[src/rtl/core/ysam_pkg.sv]
package ysam_pkg;

  localparam int unsigned ONE_Q14 = 16384;

  // Configuration register widths and reset values
  localparam int unsigned SCALE_W = 16;
  localparam int unsigned GAIN_W  = 20;
  localparam int unsigned LIMIT_W = 15;
  localparam int unsigned CFG_DATA_W  = 20;
  localparam int unsigned CFG_INDEX_W = 2;

  localparam logic [SCALE_W-1:0] SCALE_RESET = 16'd80;
  localparam logic [GAIN_W-1:0]  GAIN_RESET  = 20'd53687;
  localparam logic [LIMIT_W-1:0] LIMIT_RESET = 15'd3277;

  // Quotient bits of the normalizing divider; the quotient never exceeds ONE_Q14
  localparam int unsigned QUOT_W = 15;
  // Magnitude of a mixed side, which stays below 4 * ONE_Q14
  localparam int unsigned MAG_W  = 17;
  localparam int unsigned ACC_W  = MAG_W + QUOT_W;

  typedef enum logic [CFG_INDEX_W-1:0] {
    REG_SETPOINT_SCALE = 2'd0,
    REG_CORR_GAIN      = 2'd1,
    REG_CORR_LIMIT     = 2'd2
  } cfg_reg_t;

  typedef struct packed {
    logic [SCALE_W-1:0] setpoint_scale;
    logic [GAIN_W-1:0]  corr_gain;
    logic [LIMIT_W-1:0] corr_limit;
  } cfg_t;

  // Mixed left and right sides before normalization
  typedef struct packed {
    logic signed [17:0] left;
    logic signed [17:0] right;
  } mix_t;

  // One item inside the divider: both lanes share the divisor
  typedef struct packed {
    logic [MAG_W-1:0]   divisor;
    logic               norm;
    logic               left_neg;
    logic               right_neg;
    logic signed [15:0] left_raw;
    logic signed [15:0] right_raw;
    logic [ACC_W-1:0]   left_acc;
    logic [ACC_W-1:0]   right_acc;
  } div_t;

  typedef struct packed {
    logic signed [15:0] left;
    logic signed [15:0] right;
    logic               norm;
  } res_t;

endpackage

[src/rtl/core/ysam_mix.sv]
module ysam_mix (
  input  logic                clk,
  input  logic                rst,
  input  logic                en,
  input  ysam_pkg::cfg_t      cfg,
  input  logic                in_valid,
  input  logic signed [15:0]  throttle_cmd,
  input  logic signed [15:0]  turn_cmd,
  input  logic signed [15:0]  yaw_rate,
  output logic                out_valid,
  output ysam_pkg::mix_t      out_mix
);

  localparam logic signed [15:0] POS_ONE = 16'sd16384;
  localparam logic signed [15:0] NEG_ONE = -16'sd16384;

  function automatic logic signed [15:0] sat_one(input logic signed [15:0] v);
    logic signed [15:0] r;
    if (v > POS_ONE) r = POS_ONE;
    else if (v < NEG_ONE) r = NEG_ONE;
    else r = v;
    return r;
  endfunction

  // Stage A: clamp commands, setpoint product
  logic                a_valid;
  logic signed [15:0]  a_thr, a_turn, a_rate;
  logic signed [33:0]  a_prod;
  logic signed [15:0]  thr_c, turn_c;
  logic signed [33:0]  sp_prod;

  assign thr_c   = sat_one(throttle_cmd);
  assign turn_c  = sat_one(turn_cmd);
  assign sp_prod = 34'(turn_c) * 34'($signed({1'b0, cfg.setpoint_scale}));

  // Stage B: rate error
  logic                b_valid;
  logic signed [15:0]  b_thr, b_turn;
  logic signed [17:0]  b_err;
  logic signed [17:0]  err;

  // setpoint = floor(prod / 2^14) fits 18 bits
  assign err = $signed(a_prod[31:14]) - 18'(a_rate);

  // Stage C: correction product
  logic                c_valid;
  logic signed [15:0]  c_thr, c_turn;
  logic signed [38:0]  c_prod;
  logic signed [38:0]  gain_prod;

  assign gain_prod = 39'(b_err) * 39'($signed({1'b0, cfg.corr_gain}));

  // Stage D: clamp correction, mix
  logic signed [22:0]  corr;
  logic signed [22:0]  lim_pos, lim_neg;
  logic signed [22:0]  corr_sat;
  logic signed [15:0]  corr_c;

  assign corr    = c_prod[38:16];
  assign lim_pos = $signed({8'd0, cfg.corr_limit});
  assign lim_neg = -lim_pos;

  always_comb begin
    if (corr > lim_pos) corr_sat = lim_pos;
    else if (corr < lim_neg) corr_sat = lim_neg;
    else corr_sat = corr;
  end

  assign corr_c = corr_sat[15:0];

  always_ff @(posedge clk) begin
    if (rst) begin
      a_valid   <= 1'b0;
      b_valid   <= 1'b0;
      c_valid   <= 1'b0;
      out_valid <= 1'b0;
    end else if (en) begin
      a_valid   <= in_valid;
      b_valid   <= a_valid;
      c_valid   <= b_valid;
      out_valid <= c_valid;
    end
  end

  always_ff @(posedge clk) begin
    if (en) begin
      a_thr  <= thr_c;
      a_turn <= turn_c;
      a_rate <= yaw_rate;
      a_prod <= sp_prod;

      b_thr  <= a_thr;
      b_turn <= a_turn;
      b_err  <= err;

      c_thr  <= b_thr;
      c_turn <= b_turn;
      c_prod <= gain_prod;

      out_mix.left  <= 18'(c_thr) - 18'(c_turn) - 18'(corr_c);
      out_mix.right <= 18'(c_thr) + 18'(c_turn) + 18'(corr_c);
    end
  end

endmodule

[config.mk]
export PLATFORM = sky130hd
export DESIGN_NAME = ysam_mix
export DESIGN_NICKNAME = d
export VERILOG_FILES = /design/src/rtl/core/ysam_pkg.sv /design/src/rtl/core/ysam_mix.sv
export SDC_FILE = /design/constraint.sdc
export NUM_CORES = 2
export LEC_CHECK = 0
export BUFFER_PORTS_ARGS = -buffer_cell sky130_fd_sc_hd__buf_2
export CAP_MARGIN = 20
export CORE_UTILIZATION = 35
export CTS_BUF_LIST = sky130_fd_sc_hd__clkbuf_8 sky130_fd_sc_hd__clkbuf_16
export DETAILED_ROUTE_END_ITERATION = 16
export GPL_TIMING_DRIVEN = 0
export HOLD_SLACK_MARGIN = 0.05
export PLACE_DENSITY = 0.62
export SYNTH_ARGS = -nofsm -noshare
export SYNTH_HDL_FRONTEND = slang
export SYNTH_SLANG_ARGS = --single-unit
[constraint.sdc]
create_clock -name clk -period 9 [get_ports clk]
set_input_delay 0.9 -clock clk [delete_from_list [all_inputs] [get_ports clk]]
set_output_delay 0.9 -clock clk [all_outputs]
set_load 0.005 [all_outputs]
Word-level counts from Yosys, hierarchy flattened

Cells that the tools add are included.

$mul: 2
Shifts and indexed selects: 0
Bitwise logic cells: 0
Muxes and demuxes: 5
Reduce and logical (&&, ||, !) cells: 1
Magnitude comparators: 6
Add/sub/neg operators: 6
Div/mod/pow operators: 0
Eq/ne operators: 0

Operator list:

| kind                 | count |
|---|---|
| $mux 16              | 5 |
| $mul 18x21->39       | 1 |
| $gt 16x16->1 const B | 2 |
| $lt 16x15->1 const B | 2 |
| $mul 16x17->32       | 1 |
| $gt 23x16->1         | 1 |
| $lt 23x23->1         | 1 |
| $neg 15->23          | 1 |
| $add 17x16->18       | 1 |
| $sub 17x16->18       | 1 |
| $sub 18x16->18       | 1 |
| $add 16x16->17       | 1 |
| $sub 16x16->17       | 1 |
| $reduce_or 2->1      | 1 |

Output and inout port bits: 37
Memory bits (writable): 0
Memory bits (read-only): 0
Memories kept: 0
Bits in latches: 0
Register bits after elaboration: 241

Depth between registers and ports, before layout

Depth after elaboration: 5
Mapped depth: 31
Gate-level depth less buffers: 29

Worst setup path before layout

Ideal clock, no wire load.

Kind: input-to-reg
Start: input port turn_cmd[9]
End: register a_prod[30], data pin
Data required time: 8,742 ps
Path slack: 1,564 ps
Stages on the path: 27
Arrival time: 7,178 ps
Cell sequence: nor4_1 nand4_1 a21oi_1 and2_0 clkbuf_1 nand2_1 fa_1 inv_1 fa_1 inv_1 fa_1 inv_1 fa_1 fa_1 inv_1 fa_1 inv_1 ha_1 a21o_1 a21o_1 a211oi_1 a211oi_1 nor2_1 o32ai_1 or2_2 a21oi_1 xnor2_1

Cells in the longest elaborated chain, start to end: 4

Ends and longest elaborated chain:

| element                | line           | source |
|---|---|---|
| start: declaration     | ysam_mix.sv:8  | `input logic signed [15:0] turn_cmd,` |
| $lt 16x15->1           | ysam_mix.sv:20 | `else if (v < NEG_ONE) r = NEG_ONE;` |
| $mux 16                | ysam_mix.sv:20 |  |
| $mux 16 *              | ysam_mix.sv:19 | `if (v > POS_ONE) r = POS_ONE;` |
| named net turn_c[7]    | ysam_mix.sv:29 | `logic signed [15:0] thr_c, turn_c;` |
| $mul 16x17->32 *       | ysam_mix.sv:34 | `assign sp_prod = 34'(turn_c) * 34'($signed({1'b0, cfg.setpoint_scale}));` |
| named net sp_prod[30]  | ysam_mix.sv:30 | `logic signed [33:0] sp_prod;` |
| end signal: assignment | ysam_mix.sv:90 | `a_prod <= sp_prod;` |
| end: declaration       | ysam_mix.sv:28 | `logic signed [33:0] a_prod;` |

The timed path passes the listed nets; every way through them passes the cells marked *.
A chain may end at the register's enable or synchronous reset.

Final worst setup path

Start: input port turn_cmd[5]
End: register a_prod[27], data pin

Cells in the longest elaborated chain, start to end: 4

Ends and longest elaborated chain:

| element               | line |
|---|---|
| $lt 16x15->1          | ysam_mix.sv:20 |
| $mux 16               | ysam_mix.sv:20 |
| $mux 16 *             | ysam_mix.sv:19 |
| $mul 16x17->32 *      | ysam_mix.sv:34 |
| named net sp_prod[27] | ysam_mix.sv:30 |

Marks and branches as above.

==> metrics.cfg <==
[outcome]
status=complete, no violations

[timing]
timing.final.crit_share_pct=96.0
max_freq_mhz=116
rsz0062_at_grt=no
tightest_slew_ns=0.881
hold_violations=0
slew_violations=0
finClkSkew_ns=0.0140
fin_crit_ns=8.64
slew_headroom_pct=41.2
setup_viol=0

[logic_synthesis]
syn_nets=4087
synth_area_leader_cell=fa_1
synthArstFlopShare_pct=0
synthCells=3134
synth.distinct_cells=73
syn-cell-area_um2=31000
netlist.area_leader.share_pct=33.2
synth-seq-cells=211
ys.warnings.count=0
yosysSeqAreaShare_pct=20.3
synth_edf_count=207
ys.flop_type=edfxtp_1
syn_area_per_cell_um2=9.90
synth_area_leaders=fa_1, edfxtp_1, ha_1

[drt]
drc=0
dr.pass1.iters=5
viasPerCell=4.92
drtIter0Drc=1416
postRouteWirelength_um=80100
antenna_left=0
wl_per_cell_um=17.9
dr_total_vias=21985

[clock_network]
cts-root-buf=clkbuf_16
cts_tree=done
htree_levels=1
cts_buffers=25
clk_pin_slew_worst_paths_ns=0.06
postCtsSetupBuffers=0
clkSinkCount=211
clk_path_buf_depth=3
clock_latency_ns=0.55

[placement]
portBuffers=126
dp_hpwl_um=65500
place_congestion=0.923

[worst_hold_path]
holdCritStartpoint=b_thr[13]
hold_path_depth=0
min_path_type=reg -> reg
whs_endpoint=c_thr[13]

[grt]
track_usage_pct=18.3
grt_pass1_vias=23063
grt_pass1_wl_um=128000
grt-ovfl-total=0
antenna_found_initial=7
grt_max_degree=107

[worst_setup_path]
required_ns=9.30
r2r_start=b_err[3]
crit_arrival_ns=8.94
slowest_stage=a211oi_1
r2r_setup_slack_ns=1.59
reg2reg_depth=24
worst-path-max-fanout=10
cp_common_cell=fa_1
startpoint_type=input port
endpoint_kind=flop
cpPeakStageDelay_ns=0.64
timing_worst_setup_path_type=in -> reg
rr_endpoint=c_prod[38]

[floorplan]
rows=108
pin_count=140
fp.dieH_um=300
core_um2=87300
floorplan.initialDensity_pct=35.6
die-area_um2=89900
fp.dieW_um=300

[cells_and_area]
final_layout_size_suffix_gt1_share_pct=6.02
area_growth_pct=9.39
n_fill_cell=8724
layout_common_cells=inv_1, fa_1, nand2_1, ha_1, edfxtp_1
final_nets=4242
layout_commonest_cell=inv_1
final_util_pct=38.9

[run]
drv_cap=0

==> registers in the layout, indices dropped and copies added (netlist names) <==
register	cells
a_prod	18
a_rate	16
a_thr	16
a_turn	16
a_valid	1
b_err	18
b_thr	16
b_turn	16
b_valid	1
c_prod	23
c_thr	16
c_turn	16
c_valid	1
out_mix	36
out_valid	1
==> how the worst max path moves through the flow <==
stage	from	to	slack (ns)	cells past startpoint
2_1_floorplan	turn_cmd[9]	a_prod[30]	1.56	27
3_3_place_gp	turn_cmd[1]	a_prod[27]	-0.21	26
3_5_place_dp	turn_cmd[10]	a_prod[30]	-0.22	27
4_1_cts	turn_cmd[10]	a_prod[30]	0.36	27
5_1_grt	cfg[1]	out_mix[17]	0.07	32
6_report	turn_cmd[5]	a_prod[27]	0.36	27
==> per-layer routing <==
layer | up-vias | track usage [%] | share of wire [%]
met5 | - | 0 | 0.067
met4 | 10 | 4.56 | 2.3
met3 | 120 | 2.92 | 7.0
met2 | 708 | 30.4 | 48
met1 | 11009 | 24.8 | 43
li1 | 10138 | - | -
==> stage by stage <==
stage	hold WS [ns]	instance area, um^2	setup WS [ns]	instances	TNS, ns
floorplan	0.400	31000	1.56	3134	0
global placement	0.403	33100	-0.213	4415	-0.628
detailed placement	0.405	33200	-0.219	4417	-0.711
CTS	0.418	33900	0.357	4461	0
global route	0.423	33900	0.0747	4461	0
finish	0.417	34000	0.364	4464	0
==> cell families (layout without fill, tap and decap cells) <==
kind of cell / after synthesis / count (layout) / share of synthesized area (%)
multiplexers: 19 / 19 / 0.617
AO/OA/AOI/OAI: 245 / 245 / 5.51
adder cells (fa/ha/maj): 850 / 850 / 46.7
other: 0 / 3 / 0
AND/OR/NAND/NOR: 896 / 896 / 14.2
flip-flops: 211 / 211 / 20.3
XOR/XNOR: 99 / 99 / 2.79
buffers and inverters: 814 / 986 / 9.86
==> critical path: cells and delay by family <==
family | cells | cell delay [ns]
compound gates | 9 | 2.70
fa+ha+maj | 7 | 3.15
simple gates | 3 | 0.68
xor+xnor | 1 | 0.12
buf+inv | 7 | 1.36
==> cells in the mapped netlist (all sizes together), types with 14 or more instances <==
cell / count
nand2: 391
nor2: 72
a21oi: 70
ha: 336
o21bai: 14
a21o: 28
mux2i: 18
nand3: 26
fa: 514
and3: 111
o21ai: 39
inv: 684
xnor2: 76
clkbuf: 126
edfxtp: 207
nor2b: 23
xor2: 23
nor3: 32
and2: 157
nand2b: 31
==> what timing repair did <==
action / CTS / global route
setup endpoints to repair: 0 / 4
gates resized for setup: 0 / 2
hold buffers: 0 / 0
==> area by class of cell <==
| type | count | area, um^2 | share of cell area (%) |
|---|---|---|---|
| clock buffers | 26 | 639 | 1.88 |
| well taps | 1155 | 1450 | 4.26 |
| flip-flops and latches | 211 | 6300 | 18.5 |
| diodes | 3 | 7.51 | 0.0221 |
| repair buffers | 128 | 676 | 1.99 |
| multi-input cells | 2109 | 21700 | 63.9 |
| inverters | 684 | 2570 | 7.56 |
| clock inverters | 18 | 138 | 0.405 |
| plain buffers | 130 | 493 | 1.45 |
Power is not shown: default switching activity piles up to over one toggle a cycle in this logic, so the estimate is an artifact.
