==> config.mk <==
export PLATFORM = sky130hd
export DESIGN_NAME = ysam_norm
export DESIGN_NICKNAME = d
export VERILOG_FILES = /design/src/rtl/core/ysam_pkg.sv /design/src/rtl/core/ysam_div_step.sv /design/src/rtl/core/ysam_norm.sv
export SDC_FILE = /design/constraint.sdc
export NUM_CORES = 2
export LEC_CHECK = 0
export BUFFER_PORTS_ARGS = -buffer_cell sky130_fd_sc_hd__buf_2
export CELL_PAD_IN_SITES_DETAIL_PLACEMENT = 0
export CELL_PAD_IN_SITES_GLOBAL_PLACEMENT = 2
export CORE_AREA = 2 2 435 437
export DETAILED_ROUTE_END_ITERATION = 8
export DIE_AREA = 0 0 437 439
export PLACE_DENSITY_LB_ADDON = 0.1
export SLEW_MARGIN = 30
export SYNTH_ARGS = -nofsm -noshare
export SYNTH_HDL_FRONTEND = slang
export SYNTH_SLANG_ARGS = --single-unit
==> constraint.sdc <==
create_clock -name clk -period 5.7 [get_ports clk]
set_input_delay 0.285 -clock clk [delete_from_list [all_inputs] [get_ports clk]]
set_output_delay 0.285 -clock clk [all_outputs]
set_load 0.01 [all_outputs]
==> src/rtl/core/ysam_pkg.sv <==
package ysam_pkg;

  localparam int unsigned ONE_Q14 = 16384;

  // Configuration register widths and reset values
  localparam int unsigned SCALE_W = 16;
  localparam int unsigned GAIN_W  = 20;
  localparam int unsigned LIMIT_W = 15;
  localparam int unsigned CFG_DATA_W  = 20;
  localparam int unsigned CFG_INDEX_W = 2;

  localparam logic [SCALE_W-1:0] SCALE_RESET = 16'd80;
  localparam logic [GAIN_W-1:0]  GAIN_RESET  = 20'd53687;
  localparam logic [LIMIT_W-1:0] LIMIT_RESET = 15'd3277;

  // Quotient bits of the normalizing divider; the quotient never exceeds ONE_Q14
  localparam int unsigned QUOT_W = 15;
  // Magnitude of a mixed side, which stays below 4 * ONE_Q14
  localparam int unsigned MAG_W  = 17;
  localparam int unsigned ACC_W  = MAG_W + QUOT_W;

  typedef enum logic [CFG_INDEX_W-1:0] {
    REG_SETPOINT_SCALE = 2'd0,
    REG_CORR_GAIN      = 2'd1,
    REG_CORR_LIMIT     = 2'd2
  } cfg_reg_t;

  typedef struct packed {
    logic [SCALE_W-1:0] setpoint_scale;
    logic [GAIN_W-1:0]  corr_gain;
    logic [LIMIT_W-1:0] corr_limit;
  } cfg_t;

  // Mixed left and right sides before normalization
  typedef struct packed {
    logic signed [17:0] left;
    logic signed [17:0] right;
  } mix_t;

  // One item inside the divider: both lanes share the divisor
  typedef struct packed {
    logic [MAG_W-1:0]   divisor;
    logic               norm;
    logic               left_neg;
    logic               right_neg;
    logic signed [15:0] left_raw;
    logic signed [15:0] right_raw;
    logic [ACC_W-1:0]   left_acc;
    logic [ACC_W-1:0]   right_acc;
  } div_t;

  typedef struct packed {
    logic signed [15:0] left;
    logic signed [15:0] right;
    logic               norm;
  } res_t;

endpackage

==> src/rtl/core/ysam_div_step.sv <==
module ysam_div_step (
  input  logic                clk,
  input  logic                rst,
  input  logic                en,
  input  logic                in_valid,
  input  ysam_pkg::div_t      in_item,
  output logic                out_valid,
  output ysam_pkg::div_t      out_item
);

  localparam int unsigned MW = ysam_pkg::MAG_W;
  localparam int unsigned QW = ysam_pkg::QUOT_W;

  // One restoring step: shift in the next dividend bit, subtract if it fits
  function automatic logic [ysam_pkg::ACC_W-1:0] step(
    input logic [ysam_pkg::ACC_W-1:0] acc,
    input logic [MW-1:0]              divisor
  );
    logic [MW:0]   shifted;
    logic          fits;
    logic [MW-1:0] rem_next;
    shifted  = {acc[ysam_pkg::ACC_W-1:QW], acc[QW-1]};
    fits     = shifted >= {1'b0, divisor};
    rem_next = fits ? MW'(shifted - {1'b0, divisor}) : shifted[MW-1:0];
    return {rem_next, acc[QW-2:0], fits};
  endfunction

  ysam_pkg::div_t item_next;

  always_comb begin
    item_next           = in_item;
    item_next.left_acc  = step(in_item.left_acc, in_item.divisor);
    item_next.right_acc = step(in_item.right_acc, in_item.divisor);
  end

  always_ff @(posedge clk) begin
    if (rst) begin
      out_valid <= 1'b0;
    end else if (en) begin
      out_valid <= in_valid;
    end
  end

  always_ff @(posedge clk) begin
    if (en) begin
      out_item <= item_next;
    end
  end

endmodule

==> src/rtl/core/ysam_norm.sv <==
module ysam_norm (
  input  logic                clk,
  input  logic                rst,
  input  logic                en,
  input  logic                in_valid,
  input  ysam_pkg::mix_t      in_mix,
  output logic                out_valid,
  output ysam_pkg::res_t      out_res
);

  localparam int unsigned MW = ysam_pkg::MAG_W;
  localparam int unsigned QW = ysam_pkg::QUOT_W;
  localparam int unsigned DW = MW + 14;

  function automatic logic [MW-1:0] mag(input logic signed [17:0] v);
    logic signed [17:0] a;
    a = v[17] ? -v : v;
    return a[MW-1:0];
  endfunction

  // Stage E: larger magnitude, rounded dividends
  logic [MW-1:0] mag_l, mag_r, m;
  logic [DW-1:0] dvd_l, dvd_r;

  assign mag_l = mag(in_mix.left);
  assign mag_r = mag(in_mix.right);
  assign m     = (mag_r > mag_l) ? mag_r : mag_l;
  assign dvd_l = {mag_l, 14'd0} + DW'(m >> 1);
  assign dvd_r = {mag_r, 14'd0} + DW'(m >> 1);

  logic             e_valid;
  ysam_pkg::div_t   e_item;

  always_ff @(posedge clk) begin
    if (rst) begin
      e_valid <= 1'b0;
    end else if (en) begin
      e_valid <= in_valid;
    end
  end

  always_ff @(posedge clk) begin
    if (en) begin
      e_item.divisor   <= m;
      e_item.norm      <= m > MW'(ysam_pkg::ONE_Q14);
      e_item.left_neg  <= in_mix.left[17];
      e_item.right_neg <= in_mix.right[17];
      e_item.left_raw  <= in_mix.left[15:0];
      e_item.right_raw <= in_mix.right[15:0];
      e_item.left_acc  <= ysam_pkg::ACC_W'(dvd_l);
      e_item.right_acc <= ysam_pkg::ACC_W'(dvd_r);
    end
  end

  // Divider stages, one quotient bit each
  logic           st_valid [QW+1];
  ysam_pkg::div_t st_item  [QW+1];

  assign st_valid[0] = e_valid;
  assign st_item[0]  = e_item;

  for (genvar i = 0; i < QW; i++) begin : g_div
    ysam_div_step u_step (
      .clk       (clk),
      .rst       (rst),
      .en        (en),
      .in_valid  (st_valid[i]),
      .in_item   (st_item[i]),
      .out_valid (st_valid[i+1]),
      .out_item  (st_item[i+1])
    );
  end

  // Apply sign to quotient, or pass the mix through when in range
  logic [15:0] q_l, q_r;

  assign q_l = 16'(st_item[QW].left_acc[QW-1:0]);
  assign q_r = 16'(st_item[QW].right_acc[QW-1:0]);

  assign out_valid    = st_valid[QW];
  assign out_res.norm = st_item[QW].norm;

  always_comb begin
    if (st_item[QW].norm) begin
      out_res.left  = st_item[QW].left_neg  ? -$signed(q_l) : $signed(q_l);
      out_res.right = st_item[QW].right_neg ? -$signed(q_r) : $signed(q_r);
    end else begin
      out_res.left  = st_item[QW].left_raw;
      out_res.right = st_item[QW].right_raw;
    end
  end

endmodule

# Word level (Yosys, flattened, before mapping)

Index checks and enable logic that the tools add are counted.
Widths: inputs -> output; s select.

Register bits after elaboration: 1,819
Input bits: 40
Output and inout port bits: 34
Logic and storage cells: 243

$add $sub $neg: 34
$lt $le $gt $ge: 32
Muxes and demuxes: 34

Operator list:

| operator             | count |
|---|---|
| $mux 17              | 31 |
| $ge 18x17->1         | 28 |
| $sub 17x17->17       | 28 |
| $add 31x16->31       | 2 |
| $ge 17x17->1         | 2 |
| $neg 17->17          | 2 |
| $mux 16              | 2 |
| $mux 32              | 1 |
| $neg 15->16          | 2 |
| $gt 17x15->1 const B | 1 |
| $gt 17x17->1         | 1 |

# Depth between registers and ports, before layout

Depth after elaboration: 5
Depth in mapped cells: 25
Depth with buffers taken out: 24

# Modules after synthesis

From an unflattened synthesis, not the netlist that was laid out.

Cells, all modules: 7,132
Area total of the unflattened synthesis: 92,567.5 µm²

Modules (own cells, without submodules):

| module                                | times used | cells each | area an instance (µm²) | sequential area each (µm²) |
|---|---|---|---|---|
| ysam_div_step at g_div[11].u_step ... | 10         | 437        | 5,793.1                | 3,503.4 |
| ysam_div_step at g_div[0].u_step ...  | 4          | 447        | 5,821.8                | 3,503.4 |
| ysam_norm                             | 1          | 539        | 5,738.0                | 2,602.5 |
| ysam_div_step at g_div[2].u_step      | 1          | 435        | 5,611.6                | 3,503.4 |

# Least setup slack after synthesis

Ideal clock, no wire load.

Kind: in2reg
Start point: input in_mix[5] in the netlist's numbering
End point: register e_item[30] in the netlist's numbering (data pin)
Library setup time: 0.265 ns
Data arrival time: 5.273 ns
Data required time: 5.435 ns
Path slack: 0.162 ns
Stages on the path: 23
Buffers on the path: 1
Path through: or4_4 -> or4_4 -> o31a_4 -> xnor2_4 -> inv_2 -> ha_1 -> a21o_1 -> a21oi_1 -> o21a_1 -> o22ai_1 -> a2111oi_2 -> a21oi_1 -> buf_6 -> mux2i_1 -> ha_1 -> inv_1 -> fa_1 -> nor3_1 -> nor2b_1 -> nand2_1 -> nor4_1 -> nand3_1 -> xnor2_1

Longest elaborated chain between the ends: 5

Ends and longest elaborated chain:

| item               | line            | RTL |
|---|---|---|
| start: declaration | ysam_norm.sv:6  | `input ysam_pkg::mix_t in_mix,` |
| $neg 17->17        | ysam_norm.sv:17 | `a = v[17] ? -v : v;` |
| $mux 17 (*)        | ysam_norm.sv:17 |  |
| $gt 17x17->1       | ysam_norm.sv:27 | `assign m = (mag_r > mag_l) ? mag_r : mag_l;` |
| $mux 17 (*)        | ysam_norm.sv:27 |  |
| net m[15]          | ysam_norm.sv:22 | `logic [MW-1:0] mag_l, mag_r, m;` |
| $add 31x16->31 (*) | ysam_norm.sv:29 | `assign dvd_r = {mag_r, 14'd0} + DW'(m >> 1);` |
| net dvd_r[30]      | ysam_norm.sv:23 | `logic [DW-1:0] dvd_l, dvd_r;` |
| end: declaration   | ysam_norm.sv:32 | `ysam_pkg::div_t e_item;` |

Mark *: on every way through the listed nets, which the timed path passes. The rest lies on a longest branch.
A chain may end at the register's enable or synchronous reset.

# Worst setup path in the final report

Start point: input in_mix[3] in the netlist's numbering
End point: register e_item[28] in the netlist's numbering (data pin)

Same word-level chain as after synthesis.

==> metrics.md <==
| Metric | Value |
|---|---|
| Stages on worst setup path | `25` |
| Switch share | `35.0%` |
| Die Width | `437 µm` |
| Row count | `approximately 160` |
| CP required | `between 6 and 7 ns` |
| Crit. End Element | `register` |
| Sequential fraction of the synthesis area | `around three fifths` |
| Fin util | `47.5%` |
| Vias per inst | `5.23` |
| Worst-Skew Late Latency | `between 0.8 and 0.9 ns` |
| CTS Sinks | `1,581` |
| Area Overhead vs Synth | `13.7%` |
| CTS max path bufs | `3` |
| Hold_sp | `in_mix[34]` |
| Slew @ Worst Pin | `slightly below 1 ns` |
| Largest net degree at the start of global routing | `approximately 170` |
| Critical path's slowest cell | `dlygate4sd3_1` |
| Final non-filler cell area | `slightly below 90,000 µm²` |
| DRC Markers | `0` |
| Status | `finished clean` |
| Final cycle utilization of the critical path | `a little over nine tenths` |
| Buf/Inv on CP | `7` |
| RD Place Congestion | `0.839` |
| Die ar. | `192,000 µm²` |
| FF-to-FF End | `g_div[6].u_step.out_item[22]$_DFFE_PP_` |
| CP peak stage delay | `0.55 ns` |
| All-Layer GR Usage | `approximately 20%` |
| Initial DRC Count | `2,917` |
| Register bit total from synthesis | `approximately 1,600` |
| Cell Area, Placed | `82,600 µm²` |
| DR vias | `~46,000` |
| Leakage power figure | `33.9 nW` |
| CTS HTree Levels | `4` |
| Synth unique cells | `94` |
| Mapped Area | `78,200 µm²` |
| Initial antenna violation count | `1` |
| Most frequent CP cell | `buf_4` |
| Met1 Routed Length | `86,700 µm` |
| Number of global-route vias before repair | `~47,000` |
| Fmax | `185 MHz` |
| Reg power frac | `around 37%` |
| TritonCTS Buffers | `around 170` |
| Non-filler cells, final | `between 8,000 and 9,000` |
| Met3 wire len | `5520 µm` |
| Pre-Repair DR Iteration Count | `6` |
| Hold Path Class | `in2reg` |
| Family with the most delay on the worst path | `simple AND/OR/NAND/NOR gates` |
| Clock Tree Root | `clkbuf_16` |
| PD cells | `550 nW/µm²` |
| Worst Path Max Fanout | `4` |
| TNS Setup | `0 ns` |
| N_diodes | `0` |
| Share of total power in the clock network | `23.1%` |
| Nets@finish | `6,809` |
| DP Cell Count | `roughly 8,500` |
| Share of layout cells above drive strength 1 | `approximately an eighth` |
| Syn_area_per_cell | `13.3 µm²` |
| Top layer in use | `met4` |
| Synth top area share | `60.1%` |
| R2R setup slack | `between 1.5 and 2 ns` |
| Wire length per cell | `21.3 µm` |
| Final ANT Viol Nets | `0` |
| Max cap viols | `0` |
| Max-slew violation count | `0` |
| Grt ovf | `0` |
| Met2 wire len | `91,800 µm` |
| Mapped Nets | `6,465` |
| Clk pin slew, worst setup/hold paths | `0.06 ns` |
| Die Y | `approximately 440 µm` |
| Drt total wl | `roughly 190,000 µm` |
| Crit Reg-Reg Startpoint | `g_div[5].u_step.out_item[14]$_DFFE_PP_` |
| Net Sw Power | `17.1 mW` |
| Yosys Warn Count | `0` |
| Largest cells by area after synthesis | `edfxtp_1, ha_1, mux2_2` |
| Critical path arrival | `approximately 6 ns` |
| CORE AREA | `~190,000 µm²` |
| Post-synth ARST share | `0%` |
| First-pass GRT wire length | `288,000 µm` |
| Initial Util | `41.8%` |
| Worst ir drop on vdd | `about 0.00034 V` |
| WS Path Type | `in2reg` |
| Synth area leader | `edfxtp_1` |
| Worst-case reg-to-reg path depth | `12` |
| Skew final | `0.0973 ns` |
| Internal power | `31.8 mW` |
| Hold Vio Cnt, Final | `0` |
| Crit path time final | `roughly 5.4 ns` |
| End of the critical path | `e_item[28]$_DFFE_PP_` |
| Worst slew margin | `approximately 34%` |
| Worst setup SP type | `input port` |
| Gate Count Post-Synth | `5,874` |
| Post-DP HPWL | `143,000 µm` |
| Crit. Startpoint | `in_mix[3]` |
| PortBufs | `73` |
| EDFF count, synth | `1,565` |
| Io pins | `74` |
| CTS tree | `built` |
| RSZ-0062 raised after global routing | `false` |
| Synth Flop Type | `edfxtp_1` |
| Combinational fraction of design power | `39.7%` |
| Final setup fails | `0` |
[placed cells by master (no fill, tap or decap), types with 17 or more instances in the layout]
cell type and count:
clkbuf_16 172, a31oi_1 48, fa_1 30, nor2b_1 84
nand2b_1 83, buf_4 122, mux2i_1 85, o31ai_1 32
dlygate4sd3_1 38, a211oi_1 19, o21a_1 62, o21ai_0 328
nor4_1 27, mux2_2 283, nand4_1 68, o41ai_1 23
buf_2 72, nand2_1 318, clkbuf_1 26, or3_1 48
o21bai_1 21, or2_2 31, a21boi_0 36, inv_1 435
and2_1 26, clkinv_1 29, clkinv_2 42, and3_1 29
ha_1 521, xor2_1 174, a21oi_1 299, xnor2_1 266
edfxtp_1 1565, a21o_1 105, nand3_1 79, bufinv_16 20
a311o_1 17, nor3_1 102, nor2_1 272, o211ai_1 25
[cells in the mapped netlist (86+ instances only)]
master	number
edfxtp_1	1565
ha_1	521
inv_1	435
o21ai_0	328
nand2_1	318
a21oi_1	300
mux2_2	283
nor2_1	272
xnor2_1	266
xor2_1	174
a21o_1	105
nor3_1	102
mux2i_1	86
[power by group through the flow]
stage / sequential (mW) / combinational (mW) / clock [mW]
2_1_floorplan: 17.5 / 14.2 / 0
3_3_place_gp: 18.5 / 19.3 / 0
3_5_place_dp: 18.5 / 19.4 / 0
4_1_cts: 18.3 / 19.6 / 11.6
5_1_grt: 18.4 / 21.6 / 12.1
6_report: 18.2 / 19.4 / 11.3
[logic make-up after synthesis]
kind of cell               count (synthesis)  share of synthesized area [%]
buffers and inverters                    510                           2.52
muxes                                    376                           5.28
adders and majority gates                551                           9.10
DFF                                     1581                           60.5
and+or+nand+nor                         1233                           7.89
AOI/OAI and AO/OA                       1182                           9.74
xor gates and xnor gates                 441                           4.96
[flip-flops by register name, summed over array words and instances (netlist names)]
signal and cells:
g_div.u_step.out_item 1479, g_div.u_step.out_valid 15, e_item 86, e_valid 1
[final cells by class]
| class | instances | area [µm²] |
|---|---|---|
| Tap cell | 2495 | 3120 |
| Clock buffer | 198 | 4400 |
| Multi-Input combinational cell | 3783 | 29100 |
| Fill cell | 16580 | 98100 |
| Clock inverter | 118 | 1430 |
| Timing Repair Buffer | 243 | 1870 |
| Inverter | 437 | 1640 |
| Sequential cell | 1581 | 47300 |
[worst min-delay path by stage]
| stage | endpoint | slack [ns] | depth (start not counted) |
|---|---|---|---|
| finish | e_item[62]$_DFFE_PP_ | 0.07 | 4 |
| global route | e_item[30]$_DFFE_PP_ | 0.06 | 4 |
| CTS | e_item[62]$_DFFE_PP_ | 0.003 | 4 |
| detailed placement | g_div[0].u_step.out_item[69]$_DFFE_PP_ | 0.40 | 0 |
| global placement | g_div[6].u_step.out_item[79]$_DFFE_PP_ | 0.40 | 0 |
| floorplan | e_item[64]$_DFFE_PP_ | 0.38 | 0 |
[layer usage]
layer	vias up	global-route usage, %
li1	22788	-
met1	22656	26.5
met2	662	33.3
met3	241	2.57
met4	0	5.57
met5	-	0
[through the flow]
stage / hold slack [ns] / power [mW] / setup WS (ns)
floorplan: 0.384 / 31.7 / 0.162
global placement: 0.400 / 37.8 / -0.104
detailed placement: 0.405 / 37.8 / -0.0613
CTS: 0.00301 / 49.4 / 0.243
global route: 0.0630 / 52.1 / 0.00683
finish: 0.0716 / 48.9 / 0.290
[worst register-to-register path, cell delays in order, from the launching register on]
cell and delay (ns):
edfxtp_1 0.40, inv_1 0.29, ha_1 0.37, fa_1 0.26, nor2b_1 0.06, o21ai_0 0.34, a21o_1 0.23, a211oi_1 0.15
o41ai_1 0.65, o21ai_1 0.25, o32ai_2 0.17, buf_4 0.34, mux2_2 0.43
[timing repair]
| action | in CTS | in global routing |
|---|---|---|
| resized for setup | 0 | 4 |
| hold buffers | 38 | 0 |
| buffers inserted | 0 | 2 |
| hold endpoints to repair | 86 | 0 |
| setup endpoints to repair | 0 | 3 |
Note: power is estimated with default switching activity, not from simulation.
